--- config.mk ---
export PLATFORM = sky130hd
export DESIGN_NAME = name_fold_hash_encoder
export DESIGN_NICKNAME = d
export VERILOG_FILES = /design/src/sv/nfhe_pkg.sv /design/src/sv/nfhe_front.sv /design/src/sv/nfhe_queue.sv /design/src/sv/nfhe_back.sv /design/src/sv/name_fold_hash_encoder.sv
export SDC_FILE = /design/constraint.sdc
export NUM_CORES = 1
export LEC_CHECK = 0
export BUFFER_PORTS_ARGS = -buffer_cell sky130_fd_sc_hd__buf_2
export CAP_MARGIN = 20
export CORE_MARGIN = 2
export CORE_UTILIZATION = 60
export CTS_CLUSTER_DIAMETER = 60
export DETAILED_ROUTE_END_ITERATION = 16
export PLACE_DENSITY = 0.73
export SYNTH_ARGS = -nofsm -noshare
export SYNTH_HDL_FRONTEND = slang
export SYNTH_SLANG_ARGS = --single-unit
--- constraint.sdc ---
create_clock -name clk -period 9.6 [get_ports clk]
set_input_delay 0.96 -clock clk [delete_from_list [all_inputs] [get_ports clk]]
set_output_delay 0.96 -clock clk [all_outputs]
set_load 0.05 [all_outputs]
--- src/sv/nfhe_pkg.sv ---
`default_nettype none
package nfhe_pkg;

  localparam int DIGEST_BYTES = 16;
  localparam int OUT_CHARS    = 22;
  localparam int QUEUE_DEPTH  = 2;

  localparam logic [3:0] LAST_SLOT = 4'(DIGEST_BYTES - 1);
  localparam logic [2:0] TAIL_GRP  = 3'd5;

  localparam logic [0:63][7:0] ALPHABET =
    "ABCDEFGHIJKLMNOPQRSTUVWXYZabcdefghijklmnopqrstuvwxyz-1234567890_";

  typedef logic [DIGEST_BYTES-1:0][7:0] digest_t;

  typedef struct packed {
    logic full;
    logic empty;
  } q_stat_t;

  function automatic logic [6:0] sym_to_char(input logic [5:0] sym);
    logic [7:0] c;
    c = ALPHABET[sym];
    return c[6:0];
  endfunction

endpackage
`default_nettype wire

--- src/sv/nfhe_front.sv ---
`default_nettype none
module nfhe_front (
  input  wire logic              clk,
  input  wire logic              rst,
  input  wire logic              in_valid,
  output logic                   in_stall,
  input  wire logic [7:0]        name_byte,
  input  wire logic              last_byte,
  input  wire nfhe_pkg::q_stat_t q_stat,
  output logic                   push,
  output nfhe_pkg::digest_t      push_data
);

  nfhe_pkg::digest_t digest;
  logic [3:0]        pos;
  logic              past;
  logic [7:0]        count;

  logic              acc;
  logic [7:0]        new_val;
  logic [7:0]        count_next;

  assign in_stall   = q_stat.full;
  assign acc        = in_valid && !in_stall;
  assign count_next = count + 8'd1;
  assign new_val    = past ? (digest[pos] ^ ~{name_byte[6:0], name_byte[7]}) : name_byte;
  assign push       = acc && last_byte;

  always_comb begin
    push_data      = digest;
    push_data[pos] = new_val;
    push_data[0]   = push_data[0] ^ count_next;
  end

  always_ff @(posedge clk) begin
    if (rst) begin
      digest <= '0;
      pos    <= '0;
      past   <= 1'b0;
      count  <= '0;
    end else if (acc) begin
      if (last_byte) begin
        digest <= '0;
        pos    <= '0;
        past   <= 1'b0;
        count  <= '0;
      end else begin
        digest[pos] <= new_val;
        pos         <= pos + 4'd1;
        past        <= past || (pos == nfhe_pkg::LAST_SLOT);
        count       <= count_next;
      end
    end
  end

  a_clear_after_last: assert property (@(posedge clk) disable iff (rst)
    push |=> (pos == 4'd0 && count == 8'd0 && !past))
    else $error("front state not cleared after final word");

  a_past_after_slot15: assert property (@(posedge clk) disable iff (rst)
    (acc && !last_byte && pos == nfhe_pkg::LAST_SLOT) |=> past)
    else $error("fold mode not entered after first block");

endmodule
`default_nettype wire

--- src/sv/nfhe_queue.sv ---
`default_nettype none
module nfhe_queue (
  input  wire logic              clk,
  input  wire logic              rst,
  input  wire logic              push,
  input  wire nfhe_pkg::digest_t push_data,
  input  wire logic              pop,
  output nfhe_pkg::digest_t      pop_data,
  output nfhe_pkg::q_stat_t      q_stat
);

  nfhe_pkg::digest_t mem [nfhe_pkg::QUEUE_DEPTH];
  logic              wr_ptr;
  logic              rd_ptr;
  logic [1:0]        fill;

  assign q_stat.full  = (fill == 2'(nfhe_pkg::QUEUE_DEPTH));
  assign q_stat.empty = (fill == 2'd0);
  assign pop_data     = mem[rd_ptr];

  always_ff @(posedge clk) begin
    if (push) begin
      mem[wr_ptr] <= push_data;
    end
  end

  always_ff @(posedge clk) begin
    if (rst) begin
      wr_ptr <= 1'b0;
      rd_ptr <= 1'b0;
      fill   <= '0;
    end else begin
      if (push) wr_ptr <= !wr_ptr;
      if (pop)  rd_ptr <= !rd_ptr;
      fill <= fill + 2'(push) - 2'(pop);
    end
  end

  a_no_overflow: assert property (@(posedge clk) disable iff (rst)
    push |-> !q_stat.full)
    else $error("queue overflow");

  a_no_underflow: assert property (@(posedge clk) disable iff (rst)
    pop |-> !q_stat.empty)
    else $error("queue underflow");

endmodule
`default_nettype wire

--- src/sv/nfhe_back.sv ---
`default_nettype none
module nfhe_back (
  input  wire logic              clk,
  input  wire logic              rst,
  input  wire nfhe_pkg::q_stat_t q_stat,
  input  wire nfhe_pkg::digest_t pop_data,
  output logic                   pop,
  output logic                   out_valid,
  input  wire logic              out_stall,
  output logic [6:0]             hash_char,
  output logic                   last_char
);

  nfhe_pkg::digest_t dig;
  logic              busy;
  logic [2:0]        grp;
  logic [1:0]        sub;

  logic              can_load;
  logic              is_tail;
  logic              is_end;
  logic [5:0]        sym;

  assign can_load = !out_valid || !out_stall;
  assign pop      = !busy && !q_stat.empty;
  assign is_tail  = (grp == nfhe_pkg::TAIL_GRP);
  assign is_end   = is_tail && (sub == 2'd1);

  always_comb begin
    if (is_tail) begin
      sym = (sub == 2'd0) ? dig[0][7:2] : {4'b0000, dig[0][1:0]};
    end else begin
      case (sub)
        2'd0:    sym = dig[0][7:2];
        2'd1:    sym = dig[1][7:2];
        2'd2:    sym = dig[2][7:2];
        default: sym = {dig[2][1:0], dig[1][1:0], dig[0][1:0]};
      endcase
    end
  end

  always_ff @(posedge clk) begin
    if (rst) begin
      busy      <= 1'b0;
      grp       <= '0;
      sub       <= '0;
      out_valid <= 1'b0;
    end else begin
      if (busy && can_load) begin
        out_valid <= 1'b1;
      end else if (!out_stall) begin
        out_valid <= 1'b0;
      end
      if (busy) begin
        if (can_load) begin
          hash_char <= nfhe_pkg::sym_to_char(sym);
          last_char <= is_end;
          if (is_end) begin
            busy <= 1'b0;
          end else if (sub == 2'd3) begin
            sub <= '0;
            grp <= grp + 3'd1;
            dig <= {24'd0, dig[15:3]};
          end else begin
            sub <= sub + 2'd1;
          end
        end
      end else if (pop) begin
        dig  <= pop_data;
        busy <= 1'b1;
        grp  <= '0;
        sub  <= '0;
      end
    end
  end

  a_tail_two_chars: assert property (@(posedge clk) disable iff (rst)
    (busy && is_tail) |-> (sub == 2'd0 || sub == 2'd1))
    else $error("tail group runs past two characters");

  a_idle_after_end: assert property (@(posedge clk) disable iff (rst)
    (busy && can_load && is_end) |=> (!busy && out_valid && last_char))
    else $error("run did not close on final character");

endmodule
`default_nettype wire

--- src/sv/name_fold_hash_encoder.sv ---
`default_nettype none
// Name fold hash encoder. Name bytes enter one per cycle on the input channel
// while in_stall is low; the first 16 fill a 16-byte digest, later ones are
// rotated, inverted and folded in, and the word flagged last_byte closes the
// name. Each closed digest goes through a two-entry queue to the encoder,
// which sends 22 characters, one per cycle while out_stall allows, with
// last_char on the final one. The input stalls only while the queue holds
// two digests not yet taken by the encoder. Characters leave from the output
// register, and between digests the encoder loads the next one from the queue.
module name_fold_hash_encoder (
  input  wire logic       clk,
  input  wire logic       rst,
  input  wire logic       in_valid,
  output logic            in_stall,
  input  wire logic [7:0] name_byte,
  input  wire logic       last_byte,
  output logic            out_valid,
  input  wire logic       out_stall,
  output logic [6:0]      hash_char,
  output logic            last_char
);

  nfhe_pkg::q_stat_t q_stat;
  nfhe_pkg::digest_t push_data;
  nfhe_pkg::digest_t pop_data;
  logic              push;
  logic              pop;

  nfhe_front u_front (
    .clk       (clk),
    .rst       (rst),
    .in_valid  (in_valid),
    .in_stall  (in_stall),
    .name_byte (name_byte),
    .last_byte (last_byte),
    .q_stat    (q_stat),
    .push      (push),
    .push_data (push_data)
  );

  nfhe_queue u_queue (
    .clk       (clk),
    .rst       (rst),
    .push      (push),
    .push_data (push_data),
    .pop       (pop),
    .pop_data  (pop_data),
    .q_stat    (q_stat)
  );

  nfhe_back u_back (
    .clk       (clk),
    .rst       (rst),
    .q_stat    (q_stat),
    .pop_data  (pop_data),
    .pop       (pop),
    .out_valid (out_valid),
    .out_stall (out_stall),
    .hash_char (hash_char),
    .last_char (last_char)
  );

endmodule
`default_nettype wire
==> Word-level counts from Yosys, hierarchy flattened <==
Memories as Yosys holds them, arrays and structs flattened. A register that Yosys moved wholly into a read port is not among the register bits.
Cells that the tools add are included.
{ "totals": {"register_bits": 281, "latch_bits": 0, "mem_bits_rw": 256, "mem_bits_ro": 512, "input_bits": 13, "out_inout_bits": 10, "wordCells": 128, "mem_count": 2} }
{ "mem_list": {"columns": ["name", "depth", "word_bits", "rd", "rd_ports_with_merged_regs", "write_ports", "line_no", "rtl"], "rows": [
  ["(name not given)", 64, 8, 1, 1, 0, "nfhe_pkg.sv:23", "c = ALPHABET[sym];"],
  ["u_queue.mem", 2, 128, 1, 1, 1, "nfhe_queue.sv:12", "nfhe_pkg::digest_t mem [nfhe_pkg::QUEUE_DEPTH];"]
]} }
{ "op_classes": {"n_addsub": 6, "multipliers": 0, "n_div": 0, "n_lt_le_gt_ge": 2, "n_eq_ne": 10, "n_shift": 0, "mux": 38, "bitwise": 5, "n_reduce_logical": 22} }
{ "ops": {"columns": ["operator", "n"], "rows": [
  ["2-to-1 mux 128 bit", 6],
  ["bitwise mux 128 bit", 1],
  ["binary-select mux 8 bit (select 4 bit)", 1],
  ["demux 8 bit (select 4 bit)", 1],
  ["2-to-1 mux 8 bit", 4],
  ["one-hot mux 6 bit (3 select lines)", 1],
  ["XOR 8 bit", 2],
  ["2-to-1 mux 3 bit", 5],
  ["2-to-1 mux 6 bit", 2],
  ["2-to-1 mux 1 bit", 11],
  ["2-to-1 mux 2 bit", 5],
  ["adder 8 x 1 -> 8 bit (second input constant)", 1],
  ["inverter 8 bit", 1],
  ["logical NOT 1 bit", 7],
  ["inverter 6 -> 7 bit", 1],
  ["== test 2 bit (second input constant)", 3],
  ["logical AND 1 bit", 6],
  ["!= test 2 bit (second input constant)", 3],
  ["AND reduction 3 bit", 2],
  ["less-than comparator 4 x 5 -> 1 bit (second input constant)", 1],
  ["AND reduction 5 bit", 1],
  ["adder 4 x 1 -> 4 bit (second input constant)", 1],
  ["== test 4 bit (second input constant)", 1],
  ["greater-or-equal comparator 4 x 1 -> 1 bit (second input constant)", 1],
  ["13 further kinds", 15]
]} }

==> Depth between registers and ports, before layout <==
Gate-level depths: netlist of run 1.
{ "logic_depth": {"word_depth": 6, "mapped_depth": 11, "ltp_nobuf": 11} }

==> Cells and area by module <==
Synthesis of run 1 repeated with hierarchy kept, for this count alone.
{ "unflattened": {"hier_cells": 1732, "area_unflattened_um2": 23621.4} }
{ "by_module_without_submodules": {"columns": ["module", "instances", "cells_per_inst", "area_per_inst_um2"], "rows": [
  ["nfhe_queue", 1, 419, 9522.9],
  ["nfhe_front", 1, 889, 7564.8],
  ["nfhe_back", 1, 424, 6533.8]
]} }

==> Least setup slack after synthesis of run 1 <==
Ideal clock, no wire load.
{ "synth_path": {"path_kind": "input -> register", "start": "input out_stall", "end": "register u_back.dig[0] (netlist bit), enable pin", "arrival_ns": 7.160, "required_ns": 8.969, "path_slack_ns": 1.809, "cell_stages": 4, "path_cell_list": "nand2_1 -> a31oi_1 -> a21oi_1 -> nor2b_1"} }
{ "synth_between": {"elab_chain_cells": 4} }
{ "synth_rtl": {"columns": ["element", "line_no", "rtl"], "rows": [
  ["from (decl)", "name_fold_hash_encoder.sv:18", "input wire logic out_stall,"],
  ["logical NOT 1 bit", "nfhe_back.sv:24", "assign can_load = !out_valid || !out_stall;"],
  ["logical OR 1 bit", "nfhe_back.sv:24", null],
  ["!= test 2 bit (no line)", null, null],
  ["AND reduction 5 bit (no line)", null, null],
  ["to (signal assigned)", "nfhe_back.sv:63", "dig <= {24'd0, dig[15:3]};"],
  ["to (signal assigned)", "nfhe_back.sv:69", "dig <= pop_data;"],
  ["to (decl)", "nfhe_back.sv:14", "nfhe_pkg::digest_t dig;"]
]} }
Every way passes these cells.
A chain may end at the register's enable or synchronous reset.

==> Worst setup path in the final report of run 1 <==
{ "layout_path": {"start": "register u_back.busy", "end": "register u_back.dig[121] (netlist bit), enable pin"} }
{ "layout_between": {"elab_chain_cells": 4} }
{ "layout_rtl": {"columns": ["element", "line_no", "rtl"], "rows": [
  ["from (decl)", "nfhe_back.sv:15", "logic busy;"],
  ["from (signal assigned)", "nfhe_back.sv:44", "busy <= 1'b0;"],
  ["from (signal assigned)", "nfhe_back.sv:59", "busy <= 1'b0;"],
  ["from (signal assigned)", "nfhe_back.sv:70", "busy <= 1'b1;"],
  ["logical NOT 1 bit", "nfhe_back.sv:25", "assign pop = !busy && !q_stat.empty;"],
  ["logical AND 1 bit", "nfhe_back.sv:25", null],
  ["nonzero test 2 bit (no line)", null, null],
  ["AND reduction 5 bit (no line) (*)", null, null]
]} }
Mark *: on every way between the ends. The rest lies on a longest branch, timed or not.

==> impl_metrics.env, run 1 <==
export IMPL_dieHeight_um=202
export IMPL_firstDrtPassIters=6
export IMPL_ys_seq_area_frac=0.629
export IMPL_nNetsFinal=1927
export IMPL_num_antenna_cells=0
export IMPL_ir_drop_uv=263
export IMPL_tns_ns=0
export IMPL_drv_cap=0
export IMPL_synth_edf_count=392
export IMPL_gp_congestion=0.925
export IMPL_period_needed_ns=4.23
export IMPL_num_rows=72
export IMPL_critical_path_class="flip-flop to flip-flop"
export IMPL_clkLatencyLatePin_ns=0.61
export IMPL_dp_cells=2357
export IMPL_yosysUniqueCellTypes=56
export IMPL_initial_core_util=0.609
export IMPL_drcViolationCount=0
export IMPL_yosysTopAreaCell="edfxtp_1"
export IMPL_final_max_slew_viol_count=0
export IMPL_grt_max_degree=129
export IMPL_cts_tree="yes"
export IMPL_tightest_slew_ns=1.07
export IMPL_synth_seq_cells=545
export IMPL_area_delta_synth_final_pct=8.97
export IMPL_wl_per_cell_um=24.0
export IMPL_hpwl_um=37800
export IMPL_post_cts_resized=0
export IMPL_power_internal_mw=4.57
export IMPL_syn_nets=1975
export IMPL_comb_power_share=0.200
export IMPL_drt_iter0_markers=1816
export IMPL_worstSetupStartpointType="flip-flop"
export IMPL_drive_gt1_frac=0.110
export IMPL_powerDensity_mw_per_mm2=251
export IMPL_syn_area_per_cell_sq_um=12.1
export IMPL_stdcell_count=2461
export IMPL_vias=15550
export IMPL_grt_ovfl_total=0
export IMPL_end_kind="flip-flop"
export IMPL_skew_ns=0.0220
export IMPL_finalCritPeriodShare=0.441
export IMPL_port_buffers=22
export IMPL_async_flop_share=0
export IMPL_vias_per_cell=6.32
export IMPL_syn_inst=1944
export IMPL_max_clock_freq_ghz=0.236
export IMPL_p_seq_frac=0.470
export IMPL_p_clk_frac=0.329
export IMPL_grt_pass1_wl_um=89900
export IMPL_first_global_vias=14717
export IMPL_slew_headroom=0.287
export IMPL_holdCritPathClass="flip-flop to flip-flop"
export IMPL_clkTransAtPathRegs_ns=0.06
export IMPL_cts_hold_buf=0
export IMPL_cts_setup_buffers=0
export IMPL_die_w_um=202
export IMPL_yosysWarnings=0
export IMPL_multi_input_area_sq_mm=0.00799
export IMPL_n_fill_cell=2860
export IMPL_seqCellArea_sq_mm=0.0148
export IMPL_antenna_found_initial=0
export IMPL_cts_buffer_depth=3
export IMPL_synth_top_area_share=0.499
export IMPL_die_area_sq_mm=0.0409
export IMPL_netSwitchingPower_mw=1.88
export IMPL_leakage_nw=8.51
export IMPL_cts_buffers=55
export IMPL_synth_flop_cell="edfxtp_1"
export IMPL_grt_usage=0.291
export IMPL_hold_viol_final=0
export IMPL_io_pins=23
export IMPL_cp_arrival_ns=4.45
export IMPL_path_max_fanout=96
export IMPL_core_sq_mm=0.0387
export IMPL_syn_area_sq_mm=0.0236
export IMPL_layout_commonest_cell="edfxtp_1"
export IMPL_cts_sinks=545
export IMPL_antenna_left=0
export IMPL_yosys_top_cells_area="edfxtp_1, dfxtp_1, mux2i_1, nand3b_1, o21ai_0"
export IMPL_p_sw_frac=0.292
export IMPL_cts_root_buf="clkbuf_16"
export IMPL_rsz0062_at_grt="no"
export IMPL_status="complete, no violations"
export IMPL_final_cell_mix="edfxtp_1, nand2_1, o21ai_0"
export IMPL_drt_total_wl_um=59000
export IMPL_setup_viol=0
export IMPL_cts_htree_levels=2
export IMPL_worstPathRequired_ns=9.82
[cells in the mapped netlist (24+ instances only)]
cell type,instances
a21oi_1,43
o21ai_0,182
edfxtp_1,392
dfxtp_1,153
o21ai_1,165
clkbuf_1,91
mux4_2,29
or3_1,24
nand2_1,234
inv_1,34
buf_1,27
o21ai_2,28
nor2_1,87
nand3b_1,132
mux2i_1,130
[worst max-delay path, stage by stage, from the launching register on]
cell     delay (ns)
dfxtp_4        0.75
buf_4          0.73
a31oi_1        0.22
a21oi_1        0.36
nor2b_4        0.21
buf_4          0.55
buf_4          0.91
[logic make-up (layout without fill, tap and decap cells)]
group / count (synthesis) / in the layout / synth area share
muxes: 162 / 162 / 0.0862
buffers and inverters: 182 / 181 / 0.0353
DFF: 545 / 545 / 0.629
and+or+nand+nor: 534 / 534 / 0.115
xor gates and xnor gates: 21 / 21 / 0.00780
AOI/OAI and AO/OA: 482 / 482 / 0.118
adders and majority gates: 18 / 18 / 0.00955
[path summary, 6_finish.rpt]
path | from | endpoint | slack, ns | depth (start not counted)
worst max register to register | u_back.busy | u_back.dig[121] | 5.37 | 6
worst min register to register | u_front.count[1] | u_front.count[1] | 0.47 | 2
worst max-delay path | u_back.busy | u_back.dig[121] | 5.37 | 6
worst min-delay path | u_front.count[1] | u_front.count[1] | 0.47 | 2
[cell type report]
cell class	instances	share of cell area
tap	518	0.0252
clock inverter	34	0.0111
sequential	545	0.577
multi-input combinational	1217	0.311
inverter	34	0.00496
clock buffer	70	0.0589
timing repair buffer	43	0.0118
[sequential cells by signal, summed over array words and instances, names as in the netlist, named ones only]
register          cells
u_back.busy           1
u_back.dig          128
u_back.grp            3
u_back.hash_char      7
u_back.last_char      1
u_back.out_valid      1
u_back.sub            2
u_front.count         8
u_front.digest      128
u_front.past          1
u_front.pos           4
u_queue.fill          2
u_queue.mem         256
u_queue.rd_ptr        1
u_queue.wr_ptr        1
[layer usage]
layer / wire length, um / global-route usage / share of wire / up-vias
met5: 0 / 0 / 0 / -
met4: 1620 / 0.0959 / 0.028 / 0
met3: 6460 / 0.0621 / 0.11 / 102
met2: 25800 / 0.424 / 0.44 / 800
li1: - / - / - / 7060
met1: 25100 / 0.437 / 0.43 / 7588
[stage by stage]
stage	power [mW]	utilization	setup WS, ns	cell area (sq um)	hold WS [ns]
4_1_cts	6.48	0.664	5.35	25700	0.469
5_1_grt	6.71	0.664	5.01	25700	0.515
3_3_place_gp	4.34	0.617	5.44	23900	0.454
3_5_place_dp	4.38	0.617	5.38	23900	0.462
2_1_floorplan	4.02	-	1.81	23600	0.444
6_report	6.46	0.664	5.37	25700	0.469
[power by group through the flow]
stage / clock [mW] / combinational, mW / sequential (mW)
finish: 2.13 / 1.29 / 3.04
global route: 2.24 / 1.42 / 3.06
detailed placement: 0 / 1.29 / 3.08
global placement: 0 / 1.26 / 3.08
floorplan: 0 / 0.935 / 3.09
CTS: 2.15 / 1.29 / 3.04
Note: power is estimated with default switching activity, not from simulation.
==> run 2: changes to the inputs <==
Clock period 9.6 ns to 4.26 ns, I/O delays scaled along.
==> run 2 against run 1 <==
Net effect:
- hold slack lost 0.40 ns
- worst setup slack lost 4.6 ns
- first-iteration DRC count grew 3.0%
- power grew 130%
- sequential share of layout area shrank 0.52 points
- critical endpoint is now u_queue.mem[0][7]
- critical path type unchanged
- non-clock buffer count grew 15
- largest cell class unchanged
- register-to-register slack lost 4.6 ns
==> impl_metrics.env, run 2 (synthesized netlist as in run 1, its figures left out) <==
export IMPL_cp_cell_sequence="buf_12, mux4_1, a22o_1, or3_4, a31oi_4, o21ai_1, xnor2_1"
export IMPL_first_global_vias=15305
export IMPL_top_register="u_queue.mem"
export IMPL_slew_headroom=0.245
export IMPL_firstDrtPassIters=5
export IMPL_cts_root_buf="clkbuf_16"
export IMPL_clkLatencyLatePin_ns=0.61
export IMPL_cts_tree="yes"
export IMPL_num_rows=72
export IMPL_worstPathRequired_ns=4.60
export IMPL_grt_max_degree=186
export IMPL_cts_buffers=54
export IMPL_n_fill_cell=2810
export IMPL_drcViolationCount=0
export IMPL_reg2reg_from="u_front.pos[1]"
export IMPL_worstSetupStartpointType="flip-flop"
export IMPL_r2r_end="u_queue.mem[0][7]"
export IMPL_ir_drop_uv=361
export IMPL_holdCritPathClass="input port to flip-flop"
export IMPL_wl_met1_um=23700
export IMPL_path_max_fanout=25
export IMPL_drt_total_wl_um=57700
export IMPL_setup_viol=0
export IMPL_vias_per_cell=6.30
export IMPL_cts_setup_buffers=0
export IMPL_grt_usage=0.285
export IMPL_initial_core_util=0.609
export IMPL_post_route_util=0.670
export IMPL_wl_met3_um=4360
export IMPL_min_delay_start="out_stall"
export IMPL_placed_area_sq_mm=0.0241
export IMPL_end_kind="flip-flop"
export IMPL_reg_top3="u_queue.mem (256), u_back.dig (128), u_front.digest (128)"
export IMPL_multi_input_area_sq_mm=0.00799
export IMPL_post_cts_resized=0
export IMPL_ff2ff_path_depth=7
export IMPL_hpwl_um=36500
export IMPL_tightest_slew_ns=1.13
export IMPL_wl_met2_um=27700
export IMPL_cts_sinks=545
export IMPL_cts_buffer_depth=3
export IMPL_design_area_sq_mm=0.0259
export IMPL_seqCellArea_sq_mm=0.0148
export IMPL_wl_per_cell_um=23.3
export IMPL_top_layer_used="met4"
export IMPL_cp_arrival_ns=3.82
export IMPL_gp_congestion=0.891
export IMPL_hold_viol_final=0
export IMPL_dieHeight_um=202
export IMPL_leakage_nw=8.61
export IMPL_layout_commonest_cell="edfxtp_1"
export IMPL_slowest_stage="a31oi_4"
export IMPL_port_buffers=22
export IMPL_status="complete, no violations"
export IMPL_nNetsFinal=1941
export IMPL_io_pins=23
export IMPL_finalCritPeriodShare=0.817
export IMPL_critical_path_class="flip-flop to flip-flop"
export IMPL_pre_cts_ws_ns=0.770
export IMPL_hold_ws_ns=0.0728
export IMPL_final_cell_mix="edfxtp_1, nand2_1, o21ai_0"
export IMPL_cts_hold_buf=0
export IMPL_largest_reg_flops=256
export IMPL_grt_pass1_wl_um=89700
export IMPL_grt_ovfl_total=0
export IMPL_core_sq_mm=0.0387
export IMPL_powerDensity_mw_per_mm2=566
export IMPL_drv_cap=0
export IMPL_holdPathStages=3
export IMPL_die_w_um=202
export IMPL_layout_setup_ws_ns=0.779
export IMPL_min_to="u_back.out_valid"
export IMPL_skew_ns=0.0162
export IMPL_period_needed_ns=3.48
export IMPL_antenna_left=0
export IMPL_tns_ns=0
export IMPL_vias=15603
export IMPL_clkTransAtPathRegs_ns=0.06
export IMPL_r2r_slack_ns=0.78
export IMPL_rsz0062_at_grt="no"
export IMPL_final_max_slew_viol_count=0
export IMPL_cts_htree_levels=2
export IMPL_drt_iter0_markers=1870
export IMPL_area_delta_synth_final_pct=9.95
export IMPL_drive_gt1_frac=0.114
export IMPL_antenna_found_initial=2
export IMPL_die_area_sq_mm=0.0409
export IMPL_max_clock_freq_ghz=0.287
export IMPL_cpPeakStageDelay_ns=0.78
## run 2: per-stage QoR
step                total power, mW  instances
CTS                            14.7       2474
global placement               9.79       2372
detailed placement             9.88       2372
finish                         14.7       2475
global route                   15.2       2474
floorplan                      8.99       1944
## run 2: worst max-delay path by stage
stage | start | depth (start not counted) | to | slack, ns
floorplan | u_back.sub[1] | 6 | u_back.dig[0] | 0.62
finish | u_front.pos[1] | 7 | u_queue.mem[0][7] | 0.78
global placement | u_front.pos[1] | 7 | u_queue.mem[0][7] | 0.82
global route | u_front.pos[1] | 7 | u_queue.mem[0][7] | 0.60
detailed placement | u_front.pos[1] | 7 | u_queue.mem[1][7] | 0.77
CTS | u_front.pos[1] | 7 | u_queue.mem[0][7] | 0.77
## run 2: where the power goes
group / total, mW / switching (mW) / internal (mW)
clock network: 4.87 / 1.99 / 2.88
logic: 2.99 / 2.00 / 0.991
registers: 6.81 / 0.238 / 6.57
## run 2: cell type report
cell class                      instances  area share
Clock buffer                           74      0.0577
Clock inverter                         28      0.0127
Inverter                               34     0.00492
Sequential cell                       545       0.572
Antenna cell                            1   0.0000965
Tap cell                              518      0.0250
Multi-Input combinational cell       1217       0.308
Timing Repair Buffer                   58      0.0196
## run 2: metal layers
metal,global-route usage,vias up
met3,0.0408,137
met1,0.392,7639
met5,0,-
met4,0.107,0
li1,-,7079
met2,0.464,748
## run 2: critical path, delay by kind of cell (launching register included)
family,cells,cell delay [ns]
AO/OA/AOI/OAI,3,1.23
multiplexers,1,0.58
buffers and inverters,1,0.25
XOR/XNOR,1,0.17
flip-flops,1,0.57
AND/OR/NAND/NOR,1,0.38
==> run 3: changes to the inputs <==
Clock period 4.26 ns to 3.4 ns, I/O delays scaled along.
==> run 3 against run 2 <==
Net effect:
- die area stayed put
- worst setup slack lost 0.19 ns
- register-to-register slack worse by 0.19 ns
- non-clock buffer count grew 35
- cell count up 1.3%
- cell area increased by 1.1%
- maximum frequency rose by 24%
- sequential cell count unchanged
- clock power increased by 20%
- power rose by 25%
==> impl_metrics.env, run 3 (synthesized netlist as in run 1, its figures left out) <==
export IMPL_port_buffers=22
export IMPL_worstPathRequired_ns=3.72
export IMPL_firstDrtPassIters=5
export IMPL_clkLatencyLatePin_ns=0.61
export IMPL_holdCritPathClass="input port to flip-flop"
export IMPL_worstSetupStartpointType="flip-flop"
export IMPL_powerDensity_mw_per_mm2=699
export IMPL_cts_htree_levels=2
export IMPL_n_fill_cell=2798
export IMPL_initial_core_util=0.609
export IMPL_seqCellArea_sq_mm=0.0148
export IMPL_cp_cell_sequence="buf_4, mux4_1, a22o_1, or3_1, a31oi_4, buf_4, o21ai_1"
export IMPL_hold_viol_final=0
export IMPL_vias_per_cell=6.29
export IMPL_io_pins=23
export IMPL_crit_family="compound AO/OA/AOI/OAI gates"
export IMPL_slowest_stage="mux4_1"
export IMPL_drive_gt1_frac=0.132
export IMPL_top_register="u_queue.mem"
export IMPL_grt_usage=0.297
export IMPL_skew_ns=0.0292
export IMPL_gp_congestion=0.971
export IMPL_tns_ns=0
export IMPL_rsz0062_at_grt="no"
export IMPL_wl_met1_um=25000
export IMPL_wl_per_cell_um=23.9
export IMPL_antenna_found_initial=0
export IMPL_multi_input_area_sq_mm=0.00802
export IMPL_finalCritPeriodShare=0.828
export IMPL_final_max_slew_viol_count=0
export IMPL_area_delta_synth_final_pct=11.2
export IMPL_cts_sinks=545
export IMPL_dieHeight_um=202
export IMPL_num_rows=72
export IMPL_leakage_nw=8.75
export IMPL_period_needed_ns=2.81
export IMPL_drv_cap=0
export IMPL_cts_buffers=53
export IMPL_antenna_left=0
export IMPL_die_area_sq_mm=0.0409
export IMPL_final_cell_mix="edfxtp_1, nand2_1, o21ai_0"
export IMPL_reg_top3="u_queue.mem (256), u_back.dig (128), u_front.digest (128)"
export IMPL_finalPower_mw=18.3
export IMPL_num_antenna_cells=0
export IMPL_placed_area_sq_mm=0.0245
export IMPL_cts_tree="yes"
export IMPL_path_max_fanout=16
export IMPL_setup_viol=0
export IMPL_drcViolationCount=0
export IMPL_first_global_vias=15332
export IMPL_top_layer_used="met4"
export IMPL_cp_arrival_ns=3.14
export IMPL_max_clock_freq_ghz=0.355
export IMPL_worst_path_buf_inv=2
export IMPL_post_cts_resized=0
export IMPL_largest_reg_flops=256
export IMPL_clkTransAtPathRegs_ns=0.06
export IMPL_end_kind="flip-flop"
export IMPL_drt_iter0_markers=1852
export IMPL_layout_commonest_cell="edfxtp_1"
export IMPL_cts_buffer_depth=3
export IMPL_grt_pass1_wl_um=91800
export IMPL_nNetsFinal=1975
export IMPL_die_w_um=202
export IMPL_slew_headroom=0.276
export IMPL_cpPeakStageDelay_ns=0.58
export IMPL_status="complete, no violations"
export IMPL_grt_max_degree=208
export IMPL_tightest_slew_ns=1.09
export IMPL_vias=15770
export IMPL_hpwl_um=40400
export IMPL_cts_root_buf="clkbuf_16"
export IMPL_ir_drop_uv=496
export IMPL_core_sq_mm=0.0387
export IMPL_wl_met3_um=5430
export IMPL_grt_ovfl_total=0
export IMPL_critical_path_class="flip-flop to flip-flop"
export IMPL_cpMostUsedCell="buf_4"
export IMPL_design_area_sq_mm=0.0262
export IMPL_wl_met2_um=28000
export IMPL_cts_setup_buffers=0
export IMPL_drt_total_wl_um=59900
## run 3: area by class of cell
type,instances,area share
timing repair buffer,93,0.0328
clock buffer,73,0.0566
tap,518,0.0247
sequential,545,0.566
inverter,34,0.00487
clock inverter,26,0.00897
multi-input combinational,1217,0.306
## run 3: through the flow
step	std cells	hold slack, ns	worst slack [ns]	utilization
after floorplan	1944	0.444	0.00577	-
after global routing	2506	0.256	0.303	0.677
after global placement	2406	0.452	0.631	0.632
final	2506	0.242	0.586	0.677
after detailed placement	2406	0.477	0.598	0.632
after CTS	2506	0.217	0.588	0.677
## run 3: worst reg2reg max path: cells and delay by family, from the launching register on
| kind | cells | cell delay [ns] |
|---|---|---|
| compound gates | 3 | 0.72 |
| buf+inv | 2 | 0.50 |
| flops | 1 | 0.35 |
| mux | 1 | 0.58 |
| simple gates | 1 | 0.40 |
## run 3: power breakdown
part | leakage (nW) | internal (mW) | switching (mW) | total (mW)
combinational | 3.01 | 1.38 | 2.56 | 3.94
sequential | 4.89 | 8.23 | 0.321 | 8.55
clock | 0.850 | 3.36 | 2.49 | 5.85
total | 8.75 | 13.0 | 5.37 | 18.3
## run 3: routing by layer
layer | track usage | up-vias
li1 | - | 7140
met2 | 0.466 | 715
met3 | 0.0563 | 114
met5 | 0 | -
met1 | 0.427 | 7801
met4 | 0.0811 | 0
## run 3: path summary, 6_finish.rpt
path              slack (ns)  cells past startpoint                  to              from
setup / recovery        0.59                      7  u_queue.mem[0][81]    u_front.pos[1]
hold / removal          0.24                      2      u_front.pos[2]               rst
hold reg to reg         0.49                      2    u_back.out_valid  u_back.out_valid
setup reg to reg        0.59                      7  u_queue.mem[0][81]    u_front.pos[1]
## run 3: repair_timing
| action | CTS | global route |
|---|---|---|
| setup endpoints to repair | 0 | 0 |
| hold buffers | 1 | 0 |
| hold endpoints to repair | 1 | 0 |
